## src/hw/rtl/alt_pkg.sv

```systemverilog
// ----------------------------------------------------------------------------
// alt_pkg: shared types and constants for the assembly line tokenizer
// Token word layout, the per-byte token bundle and the token kind codes.
// ----------------------------------------------------------------------------
`default_nettype none

package alt_pkg;

    // Token kind codes
    localparam logic [2:0] K_IDENT = 3'd0;
    localparam logic [2:0] K_PUNCT = 3'd1;
    localparam logic [2:0] K_DEC   = 3'd2;
    localparam logic [2:0] K_REAL  = 3'd3;
    localparam logic [2:0] K_HEX   = 3'd4;
    localparam logic [2:0] K_LINE  = 3'd5;

    // One result word
    typedef struct packed {
        logic [2:0]  kind;
        logic [63:0] num;
        logic [63:0] frac;
        logic [7:0]  digits;
        logic [31:0] offset;
        logic [15:0] length;
    } t_token;

    // Everything one source byte produces: up to two flushed tokens, then a line token
    typedef struct packed {
        logic        a_vld;
        t_token      a;
        logic        b_vld;
        t_token      b;
        logic        l_vld;
        logic [31:0] l_off;
        logic        l_len1;
    } t_bundle;

endpackage

`default_nettype wire

```

## src/hw/rtl/alt_front.sv

```systemverilog
// ----------------------------------------------------------------------------
// alt_front: byte scanner
// Classifies one source byte per cycle while i_take holds, updates the scan
// state and packs the tokens the byte completes into one bundle for the queue.
// ----------------------------------------------------------------------------
`default_nettype none

module alt_front (
    input  wire logic             i_clk,
    input  wire logic             i_rst_n,
    input  wire logic             i_take,
    input  wire logic [7:0]       i_char_byte,
    input  wire logic             i_end_of_input,
    output logic                  o_wr,
    output alt_pkg::t_bundle      o_bundle
);
    import alt_pkg::*;

    localparam logic [7:0] CH_NUL = 8'h00;
    localparam logic [7:0] CH_FF  = 8'hFF;
    localparam logic [7:0] CH_LF  = 8'h0A;
    localparam logic [7:0] CH_TAB = 8'h09;
    localparam logic [7:0] CH_SP  = 8'h20;
    localparam logic [7:0] CH_US  = 8'h5F;
    localparam logic [7:0] CH_DOT = 8'h2E;
    localparam logic [7:0] CH_X   = 8'h78;
    localparam logic [7:0] CH_0   = 8'h30;
    localparam logic [7:0] CH_9   = 8'h39;
    localparam logic [7:0] CH_A   = 8'h61;
    localparam logic [7:0] CH_F   = 8'h66;
    localparam logic [7:0] CH_Z   = 8'h7A;
    localparam logic [7:0] CH_UA  = 8'h41;
    localparam logic [7:0] CH_UZ  = 8'h5A;

    typedef enum logic [8:0] {
        M_IDLE  = 9'b000000001,
        M_IDENT = 9'b000000010,
        M_PUNCT = 9'b000000100,
        M_ZERO  = 9'b000001000,
        M_DEC   = 9'b000010000,
        M_HEX   = 9'b000100000,
        M_FRAC  = 9'b001000000,
        M_DEAD  = 9'b010000000,
        M_DONE  = 9'b100000000
    } t_mode;

    t_mode       r_mode, n_mode;
    logic [63:0] r_acc, n_acc;
    logic [63:0] r_frac, n_frac;
    logic [7:0]  r_fcnt, n_fcnt;
    logic [31:0] r_start, n_start;
    logic [15:0] r_rlen, n_rlen;
    logic [31:0] r_pos, n_pos;
    logic        r_ne, n_ne;

    logic        is_alpha, is_digit, is_punct, is_sep, is_us, is_hexd;
    logic [3:0]  dec_d, hex_d;
    logic [63:0] mul_src, mul10;
    logic [15:0] rlen_grow;
    logic [31:0] pos_inc;
    t_bundle     bun;

    // Mode holds a token that a flush would emit
    function automatic logic f_live(t_mode m);
        return (m == M_IDENT) || (m == M_PUNCT) || (m == M_ZERO) ||
               (m == M_DEC) || (m == M_HEX) || (m == M_FRAC);
    endfunction

    // Token word a flush would emit
    function automatic t_token f_tok(t_mode m, logic [63:0] acc, logic [63:0] frac,
                                     logic [7:0] fcnt, logic [31:0] start,
                                     logic [15:0] rlen);
        t_token t;
        t = '0;
        t.offset = start;
        t.length = rlen;
        unique case (m)
            M_IDENT: t.kind = K_IDENT;
            M_PUNCT: t.kind = K_PUNCT;
            M_ZERO, M_DEC: begin
                t.kind = K_DEC;
                t.num  = acc;
            end
            M_HEX: begin
                t.kind = K_HEX;
                t.num  = acc;
            end
            M_FRAC: begin
                t.kind   = K_REAL;
                t.num    = acc;
                t.frac   = frac;
                t.digits = fcnt;
            end
            default: t.kind = K_IDENT;
        endcase
        return t;
    endfunction

    // Byte classes
    assign is_digit = (i_char_byte >= CH_0) && (i_char_byte <= CH_9);
    assign is_alpha = ((i_char_byte >= CH_A) && (i_char_byte <= CH_Z)) ||
                      ((i_char_byte >= CH_UA) && (i_char_byte <= CH_UZ));
    assign is_us    = (i_char_byte == CH_US);
    assign is_sep   = (i_char_byte == CH_SP) || (i_char_byte == CH_TAB);
    assign is_hexd  = is_digit || ((i_char_byte >= CH_A) && (i_char_byte <= CH_F));
    assign is_punct = !is_us &&
                      (((i_char_byte >= 8'h21) && (i_char_byte <= 8'h2F)) ||
                       ((i_char_byte >= 8'h3A) && (i_char_byte <= 8'h40)) ||
                       ((i_char_byte >= 8'h5B) && (i_char_byte <= 8'h60)) ||
                       ((i_char_byte >= 8'h7B) && (i_char_byte <= 8'h7E)));

    // Digit values
    assign dec_d = i_char_byte[3:0];
    assign hex_d = is_digit ? i_char_byte[3:0] : 4'(i_char_byte[3:0] + 4'd9);

    // Shared times-ten accumulate (integer part or fraction)
    assign mul_src = (r_mode == M_FRAC) ? r_frac : r_acc;
    assign mul10   = (mul_src << 3) + (mul_src << 1) + {60'd0, dec_d};

    assign rlen_grow = (r_rlen == 16'hFFFF) ? r_rlen : 16'(r_rlen + 16'd1);
    assign pos_inc   = 32'(r_pos + 32'd1);

    // Next state and token bundle for the byte on the input
    always_comb begin
        n_mode  = r_mode;
        n_acc   = r_acc;
        n_frac  = r_frac;
        n_fcnt  = r_fcnt;
        n_start = r_start;
        n_rlen  = r_rlen;
        n_pos   = r_pos;
        n_ne    = r_ne;
        bun     = '0;
        if (r_mode != M_DONE) begin
            if ((i_char_byte == CH_NUL) || (i_char_byte == CH_FF)) begin
                bun.a_vld  = f_live(r_mode);
                bun.a      = f_tok(r_mode, r_acc, r_frac, r_fcnt, r_start, r_rlen);
                bun.l_vld  = (i_char_byte == CH_FF) || r_ne;
                bun.l_off  = r_pos;
                bun.l_len1 = 1'b0;
                n_mode     = M_DONE;
            end else if (i_char_byte == CH_LF) begin
                bun.a_vld  = f_live(r_mode);
                bun.a      = f_tok(r_mode, r_acc, r_frac, r_fcnt, r_start, r_rlen);
                bun.l_vld  = 1'b1;
                bun.l_off  = r_pos;
                bun.l_len1 = 1'b1;
                n_mode     = i_end_of_input ? M_DONE : M_IDLE;
                n_ne       = 1'b0;
                n_pos      = pos_inc;
                n_acc      = '0;
                n_frac     = '0;
                n_fcnt     = '0;
                n_rlen     = '0;
            end else begin
                n_ne  = 1'b1;
                n_pos = pos_inc;
                if (r_mode == M_DEAD) begin
                    n_mode = M_DEAD;
                end else if ((r_mode == M_IDENT) && (is_alpha || is_digit || is_us)) begin
                    n_rlen = rlen_grow;
                end else if ((r_mode == M_PUNCT) && is_punct) begin
                    n_rlen = rlen_grow;
                end else if ((r_mode == M_ZERO) && (i_char_byte == CH_X)) begin
                    n_mode = M_HEX;
                    n_rlen = rlen_grow;
                end else if (((r_mode == M_ZERO) || (r_mode == M_DEC)) && is_digit) begin
                    n_acc  = mul10;
                    n_mode = M_DEC;
                    n_rlen = rlen_grow;
                end else if (((r_mode == M_ZERO) || (r_mode == M_DEC)) &&
                             (i_char_byte == CH_DOT)) begin
                    n_mode = M_FRAC;
                    n_rlen = rlen_grow;
                end else if ((r_mode == M_HEX) && is_hexd) begin
                    n_acc  = {r_acc[59:0], hex_d};
                    n_rlen = rlen_grow;
                end else if ((r_mode == M_FRAC) && is_digit) begin
                    n_frac = mul10;
                    n_fcnt = (r_fcnt == 8'hFF) ? r_fcnt : 8'(r_fcnt + 8'd1);
                    n_rlen = rlen_grow;
                end else begin
                    // Token ends here; this byte may open the next one
                    bun.a_vld = f_live(r_mode);
                    bun.a     = f_tok(r_mode, r_acc, r_frac, r_fcnt, r_start, r_rlen);
                    n_acc     = '0;
                    n_frac    = '0;
                    n_fcnt    = '0;
                    n_rlen    = '0;
                    n_mode    = M_IDLE;
                    if (is_sep) begin
                        n_mode = M_IDLE;
                    end else if (is_alpha || is_us) begin
                        n_mode  = M_IDENT;
                        n_start = r_pos;
                        n_rlen  = 16'd1;
                    end else if (is_punct) begin
                        n_mode  = M_PUNCT;
                        n_start = r_pos;
                        n_rlen  = 16'd1;
                    end else if (i_char_byte == CH_0) begin
                        n_mode  = M_ZERO;
                        n_start = r_pos;
                        n_rlen  = 16'd1;
                    end else if (is_digit) begin
                        n_mode  = M_DEC;
                        n_start = r_pos;
                        n_rlen  = 16'd1;
                        n_acc   = {60'd0, dec_d};
                    end else begin
                        n_mode = M_DEAD;
                    end
                end
                // Last byte: flush what is pending and close the line
                if (i_end_of_input) begin
                    bun.b_vld  = f_live(n_mode);
                    bun.b      = f_tok(n_mode, n_acc, n_frac, n_fcnt, n_start, n_rlen);
                    bun.l_vld  = 1'b1;
                    bun.l_off  = pos_inc;
                    bun.l_len1 = 1'b0;
                    n_mode     = M_DONE;
                end
            end
        end
    end

    assign o_wr     = i_take && (bun.a_vld || bun.b_vld || bun.l_vld);
    assign o_bundle = bun;

    // Scan state
    always_ff @(posedge i_clk) begin
        if (!i_rst_n) begin
            r_mode  <= M_IDLE;
            r_acc   <= '0;
            r_frac  <= '0;
            r_fcnt  <= '0;
            r_start <= '0;
            r_rlen  <= '0;
            r_pos   <= '0;
            r_ne    <= 1'b0;
        end else if (i_take) begin
            r_mode  <= n_mode;
            r_acc   <= n_acc;
            r_frac  <= n_frac;
            r_fcnt  <= n_fcnt;
            r_start <= n_start;
            r_rlen  <= n_rlen;
            r_pos   <= n_pos;
            r_ne    <= n_ne;
        end
    end

endmodule

`default_nettype wire

```

## src/hw/rtl/alt_fifo.sv

```systemverilog
// ----------------------------------------------------------------------------
// alt_fifo: token bundle queue
// Small register queue between the scanner and the token serializer.
// ----------------------------------------------------------------------------
`default_nettype none

module alt_fifo #(
    parameter int DEPTH = 4
) (
    input  wire logic             i_clk,
    input  wire logic             i_rst_n,
    input  wire logic             i_wr,
    input  wire alt_pkg::t_bundle i_wdata,
    output logic                  o_full,
    input  wire logic             i_rd,
    output alt_pkg::t_bundle      o_rdata,
    output logic                  o_empty
);
    import alt_pkg::*;

    localparam int AW = (DEPTH > 1) ? $clog2(DEPTH) : 1;
    localparam int CW = $clog2(DEPTH + 1);

    t_bundle         r_mem [DEPTH];
    logic [AW-1:0]   r_wptr, r_rptr;
    logic [CW-1:0]   r_cnt;
    logic            do_wr, do_rd;

    function automatic logic [AW-1:0] f_next(logic [AW-1:0] p);
        return (p == AW'(DEPTH - 1)) ? '0 : AW'(p + 1'b1);
    endfunction

    assign o_full  = (r_cnt == CW'(DEPTH));
    assign o_empty = (r_cnt == '0);
    assign do_wr   = i_wr && !o_full;
    assign do_rd   = i_rd && !o_empty;
    assign o_rdata = r_mem[r_rptr];

    // Storage
    always_ff @(posedge i_clk) begin
        if (do_wr) begin
            r_mem[r_wptr] <= i_wdata;
        end
    end

    // Pointers and fill count
    always_ff @(posedge i_clk) begin
        if (!i_rst_n) begin
            r_wptr <= '0;
            r_rptr <= '0;
            r_cnt  <= '0;
        end else begin
            if (do_wr) begin
                r_wptr <= f_next(r_wptr);
            end
            if (do_rd) begin
                r_rptr <= f_next(r_rptr);
            end
            if (do_wr && !do_rd) begin
                r_cnt <= CW'(r_cnt + 1'b1);
            end else if (do_rd && !do_wr) begin
                r_cnt <= CW'(r_cnt - 1'b1);
            end
        end
    end

endmodule

`default_nettype wire

```

## src/hw/rtl/alt_back.sv

```systemverilog
// ----------------------------------------------------------------------------
// alt_back: token serializer
// Holds one bundle and hands out its tokens one word at a time, in order.
// ----------------------------------------------------------------------------
`default_nettype none

module alt_back (
    input  wire logic             i_clk,
    input  wire logic             i_rst_n,
    input  wire logic             i_q_empty,
    input  wire alt_pkg::t_bundle i_q_data,
    output logic                  o_q_rd,
    input  wire logic             i_pop,
    output logic                  o_empty,
    output alt_pkg::t_token       o_tok,
    output logic                  o_last
);
    import alt_pkg::*;

    t_bundle    r_bun;
    logic [2:0] r_mask, n_mask;     // {line, b, a} still to deliver
    logic [2:0] low, rest;
    logic       take, load;
    t_token     line_tok;

    assign low     = r_mask & (~r_mask + 3'd1);
    assign rest    = r_mask & ~low;
    assign o_empty = (r_mask == '0);
    assign take    = i_pop && !o_empty;
    assign load    = (o_empty || (take && (rest == '0))) && !i_q_empty;
    assign o_q_rd  = load;
    assign o_last  = (rest == '0);

    // Line token word
    always_comb begin
        line_tok        = '0;
        line_tok.kind   = K_LINE;
        line_tok.offset = r_bun.l_off;
        line_tok.length = {15'd0, r_bun.l_len1};
    end

    // Oldest pending word
    always_comb begin
        if (r_mask[0]) begin
            o_tok = r_bun.a;
        end else if (r_mask[1]) begin
            o_tok = r_bun.b;
        end else begin
            o_tok = line_tok;
        end
    end

    always_comb begin
        n_mask = r_mask;
        if (take) begin
            n_mask = rest;
        end
        if (load) begin
            n_mask = {i_q_data.l_vld, i_q_data.b_vld, i_q_data.a_vld};
        end
    end

    always_ff @(posedge i_clk) begin
        if (!i_rst_n) begin
            r_mask <= '0;
        end else begin
            r_mask <= n_mask;
        end
    end

    always_ff @(posedge i_clk) begin
        if (load) begin
            r_bun <= i_q_data;
        end
    end

endmodule

`default_nettype wire

```

## src/hw/rtl/assembly_line_tokenizer.sv

```systemverilog
// ----------------------------------------------------------------------------
// assembly_line_tokenizer: streaming tokenizer for assembly source bytes
// Path: a token word is registered in the bundle queue, then in the serializer.
// Throughput: one source byte per cycle while the queue has room; one token word
// per cycle out, so bytes completing two or three words drain through the queue.
// Reset: synchronous active-low; scanner at line start, queue and output empty.
// ----------------------------------------------------------------------------
`default_nettype none

module assembly_line_tokenizer #(
    parameter int QUEUE_DEPTH = 4
) (
    input  wire logic        i_clk,
    input  wire logic        i_rst_n,
    input  wire logic        push,
    output logic             full,
    input  wire logic [7:0]  i_char_byte,
    input  wire logic        i_end_of_input,
    output logic             empty,
    input  wire logic        pop,
    output logic [2:0]       o_kind,
    output logic [63:0]      o_number_value,
    output logic [63:0]      o_fraction_value,
    output logic [7:0]       o_fraction_digits,
    output logic [31:0]      o_token_offset,
    output logic [15:0]      o_token_length,
    output logic             o_last_of_step
);
    import alt_pkg::*;

    logic    take, q_wr, q_rd, q_full, q_empty;
    t_bundle q_wdata, q_rdata;
    t_token  tok;

    // Input word is taken whenever the bundle queue has room
    assign full = q_full;
    assign take = push && !q_full;

    alt_front u_front (
        .i_clk          (i_clk),
        .i_rst_n        (i_rst_n),
        .i_take         (take),
        .i_char_byte    (i_char_byte),
        .i_end_of_input (i_end_of_input),
        .o_wr           (q_wr),
        .o_bundle       (q_wdata)
    );

    alt_fifo #(
        .DEPTH (QUEUE_DEPTH)
    ) u_fifo (
        .i_clk   (i_clk),
        .i_rst_n (i_rst_n),
        .i_wr    (q_wr),
        .i_wdata (q_wdata),
        .o_full  (q_full),
        .i_rd    (q_rd),
        .o_rdata (q_rdata),
        .o_empty (q_empty)
    );

    alt_back u_back (
        .i_clk     (i_clk),
        .i_rst_n   (i_rst_n),
        .i_q_empty (q_empty),
        .i_q_data  (q_rdata),
        .o_q_rd    (q_rd),
        .i_pop     (pop),
        .o_empty   (empty),
        .o_tok     (tok),
        .o_last    (o_last_of_step)
    );

    // Result word fields
    assign o_kind            = tok.kind;
    assign o_number_value    = tok.num;
    assign o_fraction_value  = tok.frac;
    assign o_fraction_digits = tok.digits;
    assign o_token_offset    = tok.offset;
    assign o_token_length    = tok.length;

endmodule

`default_nettype wire

```

## config.mk

```make
export PLATFORM = sky130hd
export DESIGN_NAME = assembly_line_tokenizer
export DESIGN_NICKNAME = d
export VERILOG_FILES = /design/src/hw/rtl/alt_pkg.sv /design/src/hw/rtl/alt_front.sv /design/src/hw/rtl/alt_fifo.sv /design/src/hw/rtl/alt_back.sv /design/src/hw/rtl/assembly_line_tokenizer.sv
export SDC_FILE = /design/constraint.sdc
export NUM_CORES = 2
export LEC_CHECK = 0
export BUFFER_PORTS_ARGS = -buffer_cell sky130_fd_sc_hd__buf_2
export CAP_MARGIN = 0
export CORE_MARGIN = 2
export CORE_UTILIZATION = 60
export CTS_CLUSTER_DIAMETER = 80
export DETAILED_ROUTE_END_ITERATION = 10
export GPL_TIMING_DRIVEN = 0
export PLACE_DENSITY = 0.77
export SYNTH_ARGS = -nofsm -noshare
export SYNTH_HDL_FRONTEND = slang
export SYNTH_HIERARCHICAL = 1
export SYNTH_SLANG_ARGS = --single-unit
```

## constraint.sdc

```tcl
create_clock -name i_clk -period 98.5 [get_ports i_clk]
set_clock_uncertainty 0.05 [all_clocks]
set_input_delay 19.7 -clock i_clk [delete_from_list [all_inputs] [get_ports i_clk]]
set_output_delay 19.7 -clock i_clk [all_outputs]
set_load 0.02 [all_outputs]
```

== After elaboration in Yosys (flattened, before gate mapping) ==
Memory sizes are Yosys's and may differ from the RTL's. A register that Yosys moved wholly into a read port is not among the register bits.
Index checks and enable logic that the tools add are counted.

* Register bits: 643
* Memory bits (writable): 1640
* Word-level logic and storage cells: 273
* Bits in latches: 0
* Input bits: 13
* Bits in read-only memories: 0
* Memories: 1

* Shifts and indexed selects: 0
* Bitwise logic cells: 6
* Reduce and logical (&&, ||, !) cells: 69
* Multipliers: 0
* Mux-type cells: 118
* $add $sub $neg: 11
* Eq/ne operators: 27
* Order comparisons: 15
* Divide/modulo/power cells: 0

{| class="wikitable"
|+ Memory list
! name !! words !! bits a word !! rd ports !! clocked after Yosys merged registers in !! wr ports !! RTL line !! RTL
|-
| u_fifo.r_mem || 4 || 410 || 1 || 1 || 1 || alt_fifo.sv:24 || <nowiki>t_bundle r_mem [DEPTH];</nowiki>
|}

{| class="wikitable"
|+ Operator list
! cell !! count
|-
| 188-bit 2-to-1 mux || 12
|-
| 64-bit 2-to-1 mux || 24
|-
| 32-bit 2-to-1 mux || 13
|-
| 410-bit 2-to-1 mux || 1
|-
| 187-bit 2-to-1 mux || 2
|-
| 16-bit 2-to-1 mux || 14
|-
| 222-bit 2-to-1 mux || 1
|-
| 9-bit 2-to-1 mux || 19
|-
| 72-bit 2-to-1 mux || 2
|-
| 8-bit 2-to-1 mux || 11
|-
| 34-bit 2-to-1 mux || 2
|-
| 64-bit by 4-bit adder with 64-bit output || 1
|-
| 64-bit adder || 1
|-
| 63-bit 2-to-1 mux || 1
|-
| 8-bit by 7-bit less-or-equal comparator with 1-bit output, second input constant || 6
|-
| 32-bit by 1-bit adder with 32-bit output, second input constant || 1
|-
| 8-bit by 7-bit greater-or-equal comparator with 1-bit output, second input constant || 4
|-
| 1-bit logical AND || 25
|-
| 1-bit logical OR || 25
|-
| 8-bit by 6-bit equality test with 1-bit output, second input constant || 3
|-
| 8-bit by 6-bit greater-or-equal comparator with 1-bit output, second input constant || 3
|-
| 3-bit case mux with 4 select lines || 2
|-
| 9-bit by 2-bit equality test with 1-bit output, second input constant || 2
|-
| 9-bit by 3-bit equality test with 1-bit output, second input constant || 2
|-
| other kinds (35) || 69
|}

== Depth between registers and ports, before layout ==
* Word-level depth: 38
* Mapped depth: 23

== By module ==
The synthesis kept the hierarchy.

{| class="wikitable"
|+ Modules (own cells, without submodules)
! module !! cells each !! area an instance (um^2) !! times used !! sequential area each (um^2)
|-
| alt_fifo || 2193 || 60078.9 || 1 || 49427.4
|-
| alt_front || 2894 || 20254.4 || 1 || 4524.3
|-
| alt_back || 740 || 14729.1 || 1 || 12281.8
|-
| assembly_line_tokenizer || 1 || 13.8 || 1 || 0.0
|}

== Worst setup path after synthesis ==
No wires, ideal clock.

* Kind: input to register
* Start: input port pop
* End: register u_fifo.r_cnt[2]
* Path slack: 54.009 ns
* Cell stages on the path: 7
* Required time: 98.374 ns
* Data arrival time: 44.366 ns
* Cells stage by stage: nor3b_2 -> inv_1 -> a21oi_1 -> o31ai_1 -> ha_1 -> or3_1 -> a21boi_0

* Cells in the longest elaborated chain, start to end: 8
* Elaborated cells between the ends (all ways): 10
* Those cells by class: mux (1); reduce/logical (9)

{| class="wikitable"
|+ RTL lines
! element !! RTL line !! RTL
|-
| start: declaration || assembly_line_tokenizer.sv:20 || <nowiki>input wire logic pop,</nowiki>
|-
| 1-bit logical AND (*) || alt_back.sv:29 || <nowiki>assign take = i_pop && !o_empty;</nowiki>
|-
| 1-bit logical AND (*) || alt_back.sv:30 || <nowiki>assign load = (o_empty || (take && (rest == '0))) && !i_q_empty;</nowiki>
|-
| 1-bit logical OR (*) || alt_back.sv:30 ||
|-
| 1-bit logical AND (*) || alt_back.sv:30 ||
|-
| named net q_rd || assembly_line_tokenizer.sv:31 || <nowiki>logic take, q_wr, q_rd, q_full, q_empty;</nowiki>
|-
| 1-bit logical AND (*) || alt_fifo.sv:36 || <nowiki>assign do_rd = i_rd && !o_empty;</nowiki>
|-
| 1-bit zero test || alt_fifo.sv:59 || <nowiki>if (do_wr && !do_rd) begin</nowiki>
|-
| 1-bit logical AND || alt_fifo.sv:59 ||
|-
| 3-bit 2-to-1 mux or 2-bit nonzero test (tied branches) || - ||
|-
| end signal: assignment || alt_fifo.sv:60 || <nowiki>r_cnt <= CW'(r_cnt + 1'b1);</nowiki>
|-
| end signal: assignment || alt_fifo.sv:62 || <nowiki>r_cnt <= CW'(r_cnt - 1'b1);</nowiki>
|-
| end: declaration || alt_fifo.sv:26 || <nowiki>logic [CW-1:0] r_cnt;</nowiki>
|}

The timed path passes the listed nets; every way through them passes the cells marked *.
A chain may end at the register's enable or synchronous reset.

==> flow_metrics.env <==
export IMPL_cp_end_kind="flip-flop"
export IMPL_track_usage=0.324
export IMPL_syn_to_final_growth_pct=12.8
export IMPL_grt_remaining_overflow=0
export IMPL_rsz0062_at_grt="no"
export IMPL_routed_wirelength_mm=262
export IMPL_rows=146
export IMPL_ios=203
export IMPL_rrSetupSlack_ns=90.41
export IMPL_yosysSeqAreaShare=0.697
export IMPL_grt_max_degree=57
export IMPL_firstDrtPassIters=8
export IMPL_finalSetupViolations=0
export IMPL_synth_warnings=6
export IMPL_drc=0
export IMPL_violations="max-capacitance violations, max-slew violations"
export IMPL_postCtsHoldBufs=0
export IMPL_async_reset_ff_frac=0
export IMPL_post_cts_buffers=0
export IMPL_arrival_ns=26.10
export IMPL_place_area_sq_mm=0.0999
export IMPL_vias=56309
export IMPL_ys_ff_latch=2285
export IMPL_grt_pass1_vias=56284
export IMPL_maxSlewViolCount=4
export IMPL_gp_congestion=0.961
export IMPL_netlist_instances=5828
export IMPL_hold_worst_slack_ns=0.416
export IMPL_start_util=0.602
export IMPL_coreArea_sq_mm=0.158
export IMPL_clock_latency_ns=0.88
export IMPL_io_buffers=201
export IMPL_cts_root_buf="clkbuf_16"
export IMPL_grt_pass1_wl_mm=379
export IMPL_fin_cells=8567
export IMPL_cp_start_kind="input port"
export IMPL_worstMarginPinSlew_ns=1.52
export IMPL_hold_viol_final=0
export IMPL_yosys_area_top_type_share=0.647
export IMPL_clkSinkCount=2285
export IMPL_syn_area_per_cell_sq_um=16.3
export IMPL_synth_cell_area_sq_mm=0.0951
export IMPL_cts_made_buffers=216
export IMPL_placed_cells=8150
export IMPL_antenna_found_initial=14
export IMPL_wl_per_cell_um=30.6
export IMPL_crit_path_max_fanout=56
export IMPL_nets=6449
export IMPL_synthTopCellsByArea="edfxtp_1 65%, mux4_2 9.7%, dfxtp_1 5.0%"
export IMPL_power_mw=2.74
export IMPL_top_layer="met5"
export IMPL_met1Wirelength_mm=93.8
export IMPL_htreeDepth=4
export IMPL_drt_iter0_markers=7272
export IMPL_hpwl_mm=180
export IMPL_yosysTopAreaCell="edfxtp_1"
export IMPL_clk_path_buf_depth=3
export IMPL_finalCriticalPeriod_ns=25.68
export IMPL_fin_crit_sh=0.261
export IMPL_drive_above_1_share=0.189
export IMPL_avgViaCountPerCell=6.57
export IMPL_p_leak_nw=37.1
export IMPL_crit_type="in2reg"
export IMPL_powerDensity_mw_per_mm2=25.5
export IMPL_fmax_mhz=38.9
export IMPL_fp_dieW_um=402
export IMPL_relSlewSlack=-0.0272
export IMPL_cts_resized=0
export IMPL_final_area_sq_mm=0.107
export IMPL_crit_required_ns=98.93
export IMPL_hold_path_class="reg2reg"
export IMPL_peakVddDrop_v=0.0000204
export IMPL_cts_tree="built"
export IMPL_fillers=10273
export IMPL_dieArea_sq_mm=0.162
export IMPL_synth_edf_count=2047
export IMPL_die_y_um=402
export IMPL_final_setup_tns_ns=0
export IMPL_route_met2_wl_mm=132
export IMPL_ant_nets=0
export IMPL_drv_cap=1
export IMPL_ys_types=104
export IMPL_met3_length_mm=21.6
export IMPL_status="finished with violations"
export IMPL_synth_ff_type="edfxtp_1"
export IMPL_syn_num_nets=5981
export IMPL_clkTransAtPathRegs_ns=0.06
-- synth_stat cells, types with 16 or more instances --
library cell and instances:
buf_4 20, nor2_1 291, xor2_1 19, a21boi_1 34, a22oi_1 97, xnor2_1 49, a21boi_0 34, nand2_1 542
mux2i_1 70, buf_12 44, a22o_1 201, and3_1 98, o21bai_1 16, mux4_2 410, a21o_1 33, buf_2 101
inv_1 46, clkbuf_1 169, ha_1 137, a21oi_1 186, nor2b_1 68, dfxtp_1 238, and2_1 172, nand3_1 54
nor3_1 57, edfxtp_1 2047, o21ai_0 219, a31oi_1 18, or3_1 39, a222oi_1 21, nand4_1 33
-- cell families (layout without fill, tap and decap cells) --
| kind of cell | Yosys count | in the layout | share of synthesized area |
|---|---|---|---|
| AND/OR/NAND/NOR | 1457 | 1457 | 0.0747 |
| buffers and inverters | 402 | 1061 | 0.0266 |
| XOR/XNOR | 71 | 71 | 0.00678 |
| other | 0 | 8 | 0 |
| multiplexers | 482 | 482 | 0.105 |
| adder cells (fa/ha/maj) | 140 | 140 | 0.0187 |
| flip-flops | 2285 | 2285 | 0.697 |
| AO/OA/AOI/OAI | 991 | 991 | 0.0718 |
-- worst max-delay path, stage by stage --
cell and delay (ns):
buf_2 0.25, inv_1 0.15, ha_1 0.24, or3b_1 0.35
nand4_1 0.26, nor2_1 0.15, o21ai_0 0.33, or4b_1 0.55
buf_4 0.22, nor2_4 0.23, nor2b_4 0.10, or2_1 0.35
a31oi_1 0.47, o21a_1 0.32, nor2b_1 0.16, clkbuf_1 0.31
and2_4 0.56, buf_12 0.30, buf_16 0.29, buf_16 0.29
buf_16 0.33
-- path summary, 6_finish.rpt --
kind                            cells after the start                start                    to
worst max-delay path                               21       i_char_byte[1]  u_fifo/r_mem[2][262]
worst min-delay path                                2  u_front/r_start[16]   u_front/r_start[16]
worst max register to register                     19    u_front/r_mode[0]  u_fifo/r_mem[1][132]
worst min register to register                      2  u_front/r_start[16]   u_front/r_start[16]
-- sequential cells by signal, indices dropped and copies added (netlist names), named ones only --
signal,flops
u_front/r_ne,1
u_fifo/r_mem,1640
u_fifo/r_rptr,2
u_front/r_frac,64
u_fifo/r_wptr,2
u_back/r_mask,3
u_fifo/r_cnt,3
u_front/r_mode,9
u_back/r_bun,374
u_front/r_rlen,16
u_front/r_acc,64
u_front/r_start,32
u_front/r_pos,32
u_back/line_tok,33
u_front/r_fcnt,8
-- where the power goes --
| part | switching [mW] | internal (mW) | leakage, nW |
|---|---|---|---|
| sequential | 0.0428 | 1.22 | 21.5 |
| combinational | 0.381 | 0.256 | 12.1 |
| clock | 0.368 | 0.469 | 3.49 |
-- cell usage in the layout (no fill, tap or decap), drive strengths merged, types with 18 or more instances in the layout --
| cell | netlist | routed |
|---|---|---|
| edfxtp | 2047 | 2047 |
| nand2 | 543 | 543 |
| and3 | 98 | 98 |
| a222oi | 21 | 21 |
| o21ai | 231 | 231 |
| mux2i | 70 | 70 |
| dfxtp | 238 | 238 |
| and2 | 175 | 175 |
| bufinv | 0 | 21 |
| nor2b | 70 | 70 |
| a21oi | 191 | 191 |
| a22o | 202 | 202 |
| ha | 137 | 137 |
| inv | 47 | 51 |
| xor2 | 20 | 20 |
| a21boi | 68 | 68 |
| buf | 185 | 435 |
| nand3 | 54 | 54 |
| clkinv | 1 | 101 |
| nand4 | 34 | 34 |
| mux4 | 410 | 410 |
| a21o | 33 | 33 |
| a31oi | 18 | 18 |
| a22oi | 97 | 97 |
| or3 | 39 | 39 |
| nor3 | 59 | 59 |
| clkbuf | 169 | 439 |
| xnor2 | 51 | 51 |
| nor2 | 298 | 298 |
-- cell type report --
| class | instances | area, sq um | area share |
|---|---|---|---|
| tap | 2072 | 2590 | 0.0242 |
| clock inverter | 139 | 1590 | 0.0148 |
| inverter | 48 | 180 | 0.00168 |
| timing repair buffer | 250 | 2230 | 0.0208 |
| sequential | 2285 | 66200 | 0.618 |
| antenna | 8 | 20.0 | 0.000187 |
| multi-input combinational | 3141 | 26300 | 0.246 |
| buffer | 354 | 2350 | 0.0220 |
| clock buffer | 270 | 5670 | 0.0529 |
-- per-layer routing --
metal	vias to the layer above	global-route usage
li1	23874	-
met4	8	0.163
met3	651	0.0594
met1	28586	0.407
met5	-	0
met2	3190	0.543
-- metrics by stage --
step                utilization  setup slack, ns
floorplan                     -            54.01
global placement          0.625            38.77
detailed placement        0.633            72.04
CTS                       0.679            72.91
global route              0.679            72.59
finish                    0.679            72.82
No activity file was read; power rests on OpenSTA's default activity.
